--- config.mk ---
export PLATFORM = sky130hd
export DESIGN_NAME = rc_channel_normalizer
export DESIGN_NICKNAME = d
export VERILOG_FILES = /design/src/sv/rcn_pkg.sv /design/src/sv/rcn_ser_mul.sv /design/src/sv/rcn_ser_div.sv /design/src/sv/rc_channel_normalizer.sv
export SDC_FILE = /design/constraint.sdc
export NUM_CORES = 1
export LEC_CHECK = 0
export BUFFER_PORTS_ARGS = -buffer_cell sky130_fd_sc_hd__buf_4
export CAP_MARGIN = 20
export CORE_UTILIZATION = 51
export DETAILED_ROUTE_END_ITERATION = 8
export PLACE_DENSITY = 0.65
export SYNTH_ARGS = -nofsm -noshare
export SYNTH_HDL_FRONTEND = slang
export SYNTH_SLANG_ARGS = --single-unit
--- constraint.sdc ---
create_clock -name clk -period 6.5 [get_ports clk]
set_clock_uncertainty 0.2 [all_clocks]
set_input_delay 0 -clock clk [delete_from_list [all_inputs] [get_ports clk]]
set_output_delay 0 -clock clk [all_outputs]
set_load 0.01 [all_outputs]
--- src/sv/rcn_pkg.sv ---
// ----------------------------------------------------------------------------
// rcn_pkg: shared definitions for the RC channel normaliser
// Operation codes, the serial unit status bundle and fixed sizes.
// ----------------------------------------------------------------------------
package rcn_pkg;

  // Default pulse width resolution in bits (range 8 to 16)
  localparam int PW_BITS_DEF = 16;

  // Steps of the serial multiplier and divider, equal to the scale width
  localparam int SER_STEPS = 32;
  localparam int CNT_BITS  = $clog2(SER_STEPS);

  // 2^31, the numerator of the reciprocal scale
  localparam logic [SER_STEPS-1:0] RECIP_NUM = {1'b1, {(SER_STEPS-1){1'b0}}};

  // Deadzone register
  localparam int                DZ_BITS  = 15;
  localparam logic [DZ_BITS-1:0] DZ_RESET = 15'd1638;

  // Request operation codes
  localparam logic [1:0] OP_SAMPLE = 2'd0;
  localparam logic [1:0] OP_BOUNDS = 2'd1;
  localparam logic [1:0] OP_CENTER = 2'd2;
  localparam logic [1:0] OP_CLEAR  = 2'd3;

  // Status of a serial arithmetic unit
  typedef struct packed {
    logic busy;
    logic done;
  } rcn_stat_t;

endpackage

--- src/sv/rcn_ser_mul.sv ---
// ----------------------------------------------------------------------------
// rcn_ser_mul: bit-serial shift-and-add multiplier
// Multiplies a WIDTH_BITS magnitude by a 32-bit scale, one scale bit a cycle.
// ----------------------------------------------------------------------------
module rcn_ser_mul #(
  parameter int WIDTH_BITS = rcn_pkg::PW_BITS_DEF
) (
  input  logic                                   clk,
  input  logic                                   rst_n,
  input  logic                                   start,
  input  logic [WIDTH_BITS-1:0]                  mag,
  input  logic [rcn_pkg::SER_STEPS-1:0]          scale,
  output logic [WIDTH_BITS+rcn_pkg::SER_STEPS-1:0] prod,
  output rcn_pkg::rcn_stat_t                     stat
);
  import rcn_pkg::*;

  localparam int PW = WIDTH_BITS + SER_STEPS;

  logic [PW-1:0]         prod_r, prod_nxt;
  logic [WIDTH_BITS-1:0] mag_r;
  logic [CNT_BITS-1:0]   cnt_r;
  logic                  busy_r, done_r;
  logic [WIDTH_BITS:0]   sum;

  // Add the multiplicand into the upper part when the next scale bit is set
  assign sum      = {1'b0, prod_r[PW-1:SER_STEPS]} +
                    (prod_r[0] ? {1'b0, mag_r} : {(WIDTH_BITS+1){1'b0}});
  assign prod_nxt = {sum, prod_r[SER_STEPS-1:1]};

  always_ff @(posedge clk) begin
    if (!rst_n) begin
      busy_r <= 1'b0;
      done_r <= 1'b0;
      cnt_r  <= '0;
    end else begin
      done_r <= 1'b0;
      if (start) begin
        busy_r <= 1'b1;
        cnt_r  <= '0;
      end else if (busy_r) begin
        cnt_r <= cnt_r + 1'b1;
        if (cnt_r == CNT_BITS'(SER_STEPS-1)) begin
          busy_r <= 1'b0;
          done_r <= 1'b1;
        end
      end
    end
  end

  always_ff @(posedge clk) begin
    if (start) begin
      mag_r  <= mag;
      prod_r <= {{WIDTH_BITS{1'b0}}, scale};
    end else if (busy_r) begin
      prod_r <= prod_nxt;
    end
  end

  assign prod      = prod_r;
  assign stat.busy = busy_r;
  assign stat.done = done_r;

endmodule

--- src/sv/rcn_ser_div.sv ---
// ----------------------------------------------------------------------------
// rcn_ser_div: bit-serial restoring divider
// Divides 2^31 by a nonzero WIDTH_BITS offset, one quotient bit a cycle.
// ----------------------------------------------------------------------------
module rcn_ser_div #(
  parameter int WIDTH_BITS = rcn_pkg::PW_BITS_DEF
) (
  input  logic                          clk,
  input  logic                          rst_n,
  input  logic                          start,
  input  logic [WIDTH_BITS-1:0]         divisor,
  output logic [rcn_pkg::SER_STEPS-1:0] quot,
  output rcn_pkg::rcn_stat_t            stat
);
  import rcn_pkg::*;

  logic [SER_STEPS-1:0]  quot_r;
  logic [WIDTH_BITS-1:0] rem_r, dvs_r;
  logic [CNT_BITS-1:0]   cnt_r;
  logic                  busy_r, done_r;
  logic [WIDTH_BITS:0]   trial, diff;
  logic                  fits;

  // Shift in the next numerator bit and try the subtraction
  assign trial = {rem_r, quot_r[SER_STEPS-1]};
  assign diff  = trial - {1'b0, dvs_r};
  assign fits  = trial >= {1'b0, dvs_r};

  always_ff @(posedge clk) begin
    if (!rst_n) begin
      busy_r <= 1'b0;
      done_r <= 1'b0;
      cnt_r  <= '0;
    end else begin
      done_r <= 1'b0;
      if (start) begin
        busy_r <= 1'b1;
        cnt_r  <= '0;
      end else if (busy_r) begin
        cnt_r <= cnt_r + 1'b1;
        if (cnt_r == CNT_BITS'(SER_STEPS-1)) begin
          busy_r <= 1'b0;
          done_r <= 1'b1;
        end
      end
    end
  end

  always_ff @(posedge clk) begin
    if (start) begin
      dvs_r  <= divisor;
      rem_r  <= '0;
      quot_r <= RECIP_NUM;
    end else if (busy_r) begin
      rem_r  <= fits ? diff[WIDTH_BITS-1:0] : trial[WIDTH_BITS-1:0];
      quot_r <= {quot_r[SER_STEPS-2:0], fits};
    end
  end

  assign quot      = quot_r;
  assign stat.busy = busy_r;
  assign stat.done = done_r;

endmodule

--- src/sv/rc_channel_normalizer.sv ---
// ----------------------------------------------------------------------------
// rc_channel_normalizer: calibration and normalisation of one RC channel
// Clamps, centres and scales pulse widths into Q1.15 stick values.
// ----------------------------------------------------------------------------
// Usage:
//   Input channel (in_valid / in_stall): one request carries an op and a
//   pulse width. A sample request gives one result; bounds, centre and clear
//   requests update the calibration and give none.
//   Result channel (out_valid / out_stall): raw width, normalised value and
//   a valid flag, held in an output register until the receiver takes it.
//   Configuration: cfg_wr_en writes the deadzone half-width; write it only
//   while no request is in flight.
// Sequencing:
//   A sample request passes from acceptance to out_valid through these steps:
//   clamp and centre, the bit-serial multiplier (one scale bit per cycle),
//   its done flag, then deadzone, saturation and the output register, where
//   it waits while that register is full. Samples run one at a time.
//   A centre request runs the 32-step serial divider for the reciprocal
//   scale when the largest offset is positive. Bounds and clear requests
//   apply on acceptance. A lost-signal sample (width 0) skips the multiplier.
// Reset: bounds, centre and scale clear to zero, deadzone returns to 1638.
// Stall: a stalled result holds; the block still accepts one further
// sample request and parks its result until the output register frees up.
// ----------------------------------------------------------------------------
module rc_channel_normalizer #(
  parameter int WIDTH_BITS = rcn_pkg::PW_BITS_DEF
) (
  input  logic                        clk,
  input  logic                        rst_n,
  // request channel
  input  logic                        in_valid,
  output logic                        in_stall,
  input  logic [1:0]                  in_op,
  input  logic [15:0]                 in_pulse_width,
  // result channel
  output logic                        out_valid,
  input  logic                        out_stall,
  output logic [15:0]                 out_raw_width,
  output logic signed [15:0]          out_norm_value,
  output logic                        out_valid_res,
  // configuration
  input  logic                        cfg_wr_en,
  input  logic [rcn_pkg::DZ_BITS-1:0] cfg_wr_data
);
  import rcn_pkg::*;

  localparam int W  = WIDTH_BITS;
  localparam int PW = W + SER_STEPS;
  localparam int MW = W + 16;          // scaled magnitude after the >> 16

  // Sequencer states
  localparam logic [2:0] ST_IDLE = 3'd0;
  localparam logic [2:0] ST_PREP = 3'd1;
  localparam logic [2:0] ST_MUL  = 3'd2;
  localparam logic [2:0] ST_RES  = 3'd3;
  localparam logic [2:0] ST_OFS  = 3'd4;
  localparam logic [2:0] ST_DIV  = 3'd5;

  logic [2:0]           state_r, state_nxt;
  logic [DZ_BITS-1:0]   deadzone_r;
  logic [W-1:0]         lower_r, upper_r, center_r;
  logic [SER_STEPS-1:0] recip_r;

  // Request being worked on
  logic [W-1:0]         w_r;
  logic                 lost_r;
  logic                 neg_r;

  // Output register
  logic                 out_valid_r;
  logic [15:0]          out_raw_r;
  logic [15:0]          out_norm_r;
  logic                 out_vres_r;

  logic                 in_acc, out_take, out_free;
  logic [W-1:0]         w_in;

  // Serial units
  logic                 mul_start, div_start;
  logic [W-1:0]         mul_mag;
  logic [PW-1:0]        mul_prod;
  logic [SER_STEPS-1:0] div_quot;
  rcn_stat_t            mul_stat, div_stat;

  // Sample front end
  logic [W-1:0]         clamped;
  logic [W:0]           centred;

  // Offset for the reciprocal
  logic signed [W:0]    off_a, off_b, off_max;
  logic                 off_bad;

  // Deadzone and saturation
  logic [MW-1:0]        mag_scaled, mag_dz;
  logic                 in_dz, sat;
  logic [15:0]          norm_val;

  assign in_stall  = (state_r != ST_IDLE);
  assign in_acc    = in_valid && !in_stall;
  assign out_take  = out_valid_r && !out_stall;
  assign out_free  = !out_valid_r || !out_stall;
  assign w_in      = in_pulse_width[W-1:0];

  // Clamp: lower test first, then upper
  always_comb begin
    if (w_r < lower_r) begin
      clamped = lower_r;
    end else if (w_r > upper_r) begin
      clamped = upper_r;
    end else begin
      clamped = w_r;
    end
    centred = {1'b0, clamped} - {1'b0, center_r};
    mul_mag = centred[W] ? W'(-centred) : centred[W-1:0];
  end

  // Largest offset from the centre, signed
  assign off_a   = $signed({1'b0, center_r}) - $signed({1'b0, lower_r});
  assign off_b   = $signed({1'b0, upper_r}) - $signed({1'b0, center_r});
  assign off_max = (off_a > off_b) ? off_a : off_b;
  assign off_bad = off_max[W] || (off_max == '0);

  // Drop the 16 fraction bits, remove the deadzone, saturate
  always_comb begin
    mag_scaled = mul_prod[PW-1:16];
    mag_dz     = mag_scaled - MW'(deadzone_r);
    in_dz      = mag_scaled <= MW'(deadzone_r);
    sat        = |mag_dz[MW-1:15];
    if (in_dz) begin
      norm_val = 16'h0000;
    end else if (neg_r) begin
      norm_val = sat ? 16'h8000 : (~mag_dz[15:0] + 16'd1);
    end else begin
      norm_val = sat ? 16'h7FFF : mag_dz[15:0];
    end
  end

  assign mul_start = (state_r == ST_PREP);
  assign div_start = (state_r == ST_OFS) && !off_bad;

  rcn_ser_mul #(.WIDTH_BITS(W)) u_mul (
    .clk   (clk),
    .rst_n (rst_n),
    .start (mul_start),
    .mag   (mul_mag),
    .scale (recip_r),
    .prod  (mul_prod),
    .stat  (mul_stat)
  );

  rcn_ser_div #(.WIDTH_BITS(W)) u_div (
    .clk     (clk),
    .rst_n   (rst_n),
    .start   (div_start),
    .divisor (off_max[W-1:0]),
    .quot    (div_quot),
    .stat    (div_stat)
  );

  // Sequencer
  always_comb begin
    state_nxt = state_r;
    unique case (state_r)
      ST_IDLE: begin
        if (in_acc && in_op == OP_SAMPLE) begin
          state_nxt = (w_in == '0) ? ST_RES : ST_PREP;
        end else if (in_acc && in_op == OP_CENTER) begin
          state_nxt = ST_OFS;
        end
      end
      ST_PREP: state_nxt = ST_MUL;
      ST_MUL: begin
        if (mul_stat.done) begin
          state_nxt = ST_RES;
        end
      end
      ST_RES: begin
        if (out_free) begin
          state_nxt = ST_IDLE;
        end
      end
      ST_OFS: state_nxt = off_bad ? ST_IDLE : ST_DIV;
      ST_DIV: begin
        if (div_stat.done) begin
          state_nxt = ST_IDLE;
        end
      end
      default: state_nxt = ST_IDLE;
    endcase
  end

  // Control and calibration state
  always_ff @(posedge clk) begin
    if (!rst_n) begin
      state_r     <= ST_IDLE;
      deadzone_r  <= DZ_RESET;
      lower_r     <= '0;
      upper_r     <= '0;
      center_r    <= '0;
      recip_r     <= '0;
      out_valid_r <= 1'b0;
    end else begin
      state_r <= state_nxt;
      if (cfg_wr_en) begin
        deadzone_r <= cfg_wr_data;
      end
      if (in_acc) begin
        unique case (in_op)
          OP_SAMPLE: ;
          OP_BOUNDS: begin
            if (upper_r == '0 || w_in > upper_r) begin
              upper_r <= w_in;
            end
            if (lower_r == '0 || w_in < lower_r) begin
              lower_r <= w_in;
            end
          end
          OP_CENTER: center_r <= w_in;
          OP_CLEAR: begin
            lower_r <= '0;
            upper_r <= '0;
          end
          default: ;
        endcase
      end
      // Store the new scale, or zero when the offset is not positive
      if (state_r == ST_OFS && off_bad) begin
        recip_r <= '0;
      end
      if (state_r == ST_DIV && div_stat.done) begin
        recip_r <= div_quot;
      end
      // Output handshake: drop on take, raise when a result lands
      if (state_r == ST_RES && out_free) begin
        out_valid_r <= 1'b1;
      end else if (out_take) begin
        out_valid_r <= 1'b0;
      end
    end
  end

  // Payload registers
  always_ff @(posedge clk) begin
    if (in_acc && in_op == OP_SAMPLE) begin
      w_r    <= w_in;
      lost_r <= (w_in == '0);
    end
    if (state_r == ST_PREP) begin
      neg_r <= centred[W];
    end
    if (state_r == ST_RES && out_free) begin
      if (lost_r) begin
        out_raw_r  <= 16'(center_r);
        out_norm_r <= 16'h0000;
        out_vres_r <= 1'b0;
      end else begin
        out_raw_r  <= 16'(w_r);
        out_norm_r <= norm_val;
        out_vres_r <= 1'b1;
      end
    end
  end

  assign out_valid      = out_valid_r;
  assign out_raw_width  = out_raw_r;
  assign out_norm_value = $signed(out_norm_r);
  assign out_valid_res  = out_vres_r;

  // The multiplier runs for the whole of the multiply phase
  a_mul_active: assert property (@(posedge clk) disable iff (!rst_n)
    (state_r == ST_MUL) |-> (mul_stat.busy || mul_stat.done))
    else $error("multiplier idle during multiply phase");

  // Unit completions only land in their own phase
  a_div_done: assert property (@(posedge clk) disable iff (!rst_n)
    div_stat.done |-> (state_r == ST_DIV))
    else $error("divider finished outside divide phase");

  a_mul_done: assert property (@(posedge clk) disable iff (!rst_n)
    mul_stat.done |-> (state_r == ST_MUL))
    else $error("multiplier finished outside multiply phase");

  // A lost signal always reports a zero value
  a_lost_zero: assert property (@(posedge clk) disable iff (!rst_n)
    (out_valid && !out_valid_res) |-> (out_norm_value == 16'sd0))
    else $error("lost-signal result with nonzero value");

endmodule

==> out/summary.txt <==
=====================================================================================
Setup crit end kind                                                          register
Starting utilization of the core area                                           52.2%
Horizontal die dimension                                                       196 µm
Hold path startpoint                                                     in_pulse_width[1]
Worst setup SP type                                                          register
Count of mapped cells out of synthesis                                          2,152
Port Buffer Count                                                                  72
DRC violation count after routing                                                   0
Routed via count                                                               16,211
Buffers from clock root to sink, at most                                            3
Highest-count cells in the layout ignoring fill and taps                 sky130_fd_sc_hd__nand2_1 (301), sky130_fd_sc_hd__ha_1 (180), sky130_fd_sc_hd__dfxtp_1 (176)
RSZ-0062 raised after global routing                                               no
Root Buffer Master                                                       sky130_fd_sc_hd__clkbuf_16
Final max-slew violation count                                                      0
Via-per-instance ratio                                                           5.87
Outcome                                                                  complete, no violations
Reported max-cap violation count                                                    0
Fraction of the yosys area taken by sequential cells                            36.4%
Post-route antenna net violation count                                              0
Distinct cells, synth                                                              84
Number of levels the H-tree was split into                                          2
Die footprint                                                              0.0384 mm²
Ratio of cells with drive above 1 in the final layout                           9.32%
Worst reg2reg startpoint                                                   lower_r[1]
Hold Crit Class                                                                in2reg
Signal arrival time at the worst endpoint                                     6.02 ns
Net count of the mapped netlist                                                 2,376
Relative slew margins                                                           29.7%
Final worst-path cycle share                                                    91.4%
Final setup fails                                                                   0
Cell type with the highest aggregate area in the netlist                 sky130_fd_sc_hd__dfxtp_1
Skew-Pair Late Insertion Delay                                                0.56 ns
Number of antenna violations at the first check in global routing                   0
Placer Congestion                                                               0.954
Total global routing overflow                                                       0
Clock sink count                                                                  292
Area growth from synthesis to layout                                            14.7%
Number of top-level design ports                                                   73
Routed len/inst                                                               18.8 µm
Maximum fanout count along the critical path                                       32
Leakage power figure                                                          9.07 nW
Largest vdd supply drop                                                    0.000442 V
Number of enable-type register cells in the synthesized netlist                   115
Placeable core region                                                      0.0368 mm²
F_max                                                                         168 MHz
Transition at the pin with the smallest max-transition slack                  1.05 ns
Synthesized area per cell                                                    8.92 µm²
WS Path Type                                                                  reg2reg
Post-synthesis async set-or-reset flop share                                       0%
Data required time at the worst endpoint                                      6.58 ns
Sequential cell area                                                      0.00700 mm²
Most frequent standard cell in the layout excluding fill and tap cells   sky130_fd_sc_hd__nand2_1
Setup Total Neg Slack                                                            0 ns
Time the final worst path needs with I/O delays and setup                     5.94 ns
CTS resizes                                                                         0
Largest net degree at the start of global routing                                  69
Setup bufs post-CTS                                                                 0
Count of TritonRoute iterations in the first routing pass                           6
Power per unit of standard cell area                                       524 mW/mm²
Hpwl dp                                                                     37,700 µm
Count of fill cells added during filler insertion                               3,222
Final Hold Violating Endpoints                                                      0
Tightest hold margin                                                        0.0381 ns
Cell types occupying the most area after synthesis                       sky130_fd_sc_hd__dfxtp_1 (18%), sky130_fd_sc_hd__edfxtp_1 (18%), sky130_fd_sc_hd__ha_1 (12%)
Synth warn                                                                          0
Flip-flop and latch count after synthesis                                         292
Number of rows in the core area                                                    70
Via count of the first global-routing pass                                     15,761
Dominant register cell in the synthesized netlist                        sky130_fd_sc_hd__dfxtp_1
Worst-path clk slew                                                           0.06 ns
Global-route usage over all layers                                              27.2%
Combined area of the multi-input logic cells                               0.0114 mm²
Synth top area share                                                            18.5%
TritonCTS clock tree                                                            built
Ant. Diodes                                                                         0
Critical path origin                                                       lower_r[1]
WL final                                                                    51,900 µm
Net count of the finished layout                                                2,495
Floorplan die height                                                           196 µm
Starting DRT DRC Count                                                          1,167
Cts bufs inserted                                                                  34
Global-route wire length before repair                                      83,800 µm
Summed instance area of the synthesized netlist                            0.0192 mm²
=====================================================================================
-- power breakdown --
| part | switching (mW) | internal [mW] |
|---|---|---|
| sequential | 0.389 | 2.50 |
| clock | 0.805 | 1.10 |
| combinational | 4.06 | 2.69 |
-- synthesized netlist by cell type (all sizes together), types with 7 or more instances --
library cell and n:
nor2b 16, inv 132, edfxtp 115, or2 13
nand3 38, nor2 161, o21ai 105, o31ai 10
mux2i 122, and2 25, a31oi 15, xor2 33
nand2b 20, buf 24, nor4 28, a22o 33
o211ai 15, o21bai 9, dfxtp 177, nor3 49
xnor2 54, clkbuf 59, o21a 26, nor4b 9
a211oi 30, a21oi 125, nand2 302, nand4 34
ha 180, mux2 19, and3 17, or3 12
o31a 7, a21o 38
-- registers in the layout, summed over array words and instances (netlist names), 3 cells and up --
signal and cells:
upper_r 16, u_mul.cnt_r 5, out_raw_width 16, u_mul.mag_r 16, center_r 16, out_norm_value 16, u_div.cnt_r 5, w_r 16
deadzone_r 15, state_r 3, u_div.quot 32, recip_r 32, u_div.rem_r 16, u_div.dvs_r 16, lower_r 16, u_mul.prod 48
-- worst paths after layout --
kind                          end  slack, ns  cells after the start
setup reg to reg  u_mul.mag_r[14]       0.56                     24
hold / removal             w_r[1]       0.04                      2
setup / recovery  u_mul.mag_r[14]       0.56                     24
hold reg to reg       recip_r[27]       0.27                      1
-- final cells by class --
class | count | share of cell area [%]
repair buffers | 166 | 6.59
clock buffers | 49 | 4.25
well taps | 468 | 2.66
multi-input cells | 1642 | 51.7
inverters | 135 | 2.30
clock inverters | 12 | 0.738
flip-flops and latches | 292 | 31.8
-- stage by stage --
step / utilization (%) / total power, mW / std cells / setup WS (ns) / cell area, µm²
after detailed placement: 54.9 / 9.53 / 2629 / 0.664 / 20200
after global placement: 54.8 / 9.36 / 2628 / 0.827 / 20200
after floorplan: - / 7.88 / 2152 / 0.874 / 19200
after global routing: 59.9 / 12.5 / 2764 / 0.154 / 22000
final: 59.9 / 11.5 / 2764 / 0.558 / 22000
after CTS: 59.9 / 11.5 / 2764 / 0.595 / 22000
-- logic make-up (layout without fill, tap and decap cells) --
family	Yosys count	after routing	share of synthesized area [%]
mux	141	141	7.48
xor+xnor	87	87	3.97
buf+inv	218	362	4.57
compound gates	475	475	16.6
simple gates	753	753	18.6
fa+ha+maj	186	186	12.4
flops	292	292	36.4
-- critical path, stage by stage (launching register included) --
cell and delay (ns):
sky130_fd_sc_hd__dfxtp_1 0.39, sky130_fd_sc_hd__inv_1 0.14, sky130_fd_sc_hd__ha_1 0.32, sky130_fd_sc_hd__a21o_1 0.15
sky130_fd_sc_hd__a21o_1 0.17, sky130_fd_sc_hd__a211oi_1 0.25, sky130_fd_sc_hd__o21bai_1 0.12, sky130_fd_sc_hd__a211oi_1 0.26
sky130_fd_sc_hd__o21ai_0 0.16, sky130_fd_sc_hd__a211oi_2 0.21, sky130_fd_sc_hd__buf_4 0.30, sky130_fd_sc_hd__mux2i_1 0.24
sky130_fd_sc_hd__ha_1 0.22, sky130_fd_sc_hd__fa_1 0.24, sky130_fd_sc_hd__nor2b_1 0.08, sky130_fd_sc_hd__o31a_1 0.28
sky130_fd_sc_hd__o41a_1 0.35, sky130_fd_sc_hd__a211o_1 0.30, sky130_fd_sc_hd__a21o_1 0.19, sky130_fd_sc_hd__a21oi_1 0.21
sky130_fd_sc_hd__o21ai_1 0.13, sky130_fd_sc_hd__a31o_2 0.32, sky130_fd_sc_hd__inv_2 0.17, sky130_fd_sc_hd__o31ai_1 0.12
sky130_fd_sc_hd__xnor2_1 0.15
-- timing repair --
item                                    in CTS  in global routing
hold buffers                                74                  0
hold endpoints to repair                   125                  0
endpoints found under the setup margin       0                  0
-- routing by layer --
metal / global-route usage (%) / vias up / routed length, µm
met1: 38.2 / 7698 / 24900
met4: 7.32 / 0 / 1010
li1: - / 8012 / -
met5: 0 / - / 0
met3: 3.39 / 86 / 2570
met2: 44.1 / 415 / 23400
Note: power is estimated with default switching activity, not from simulation.
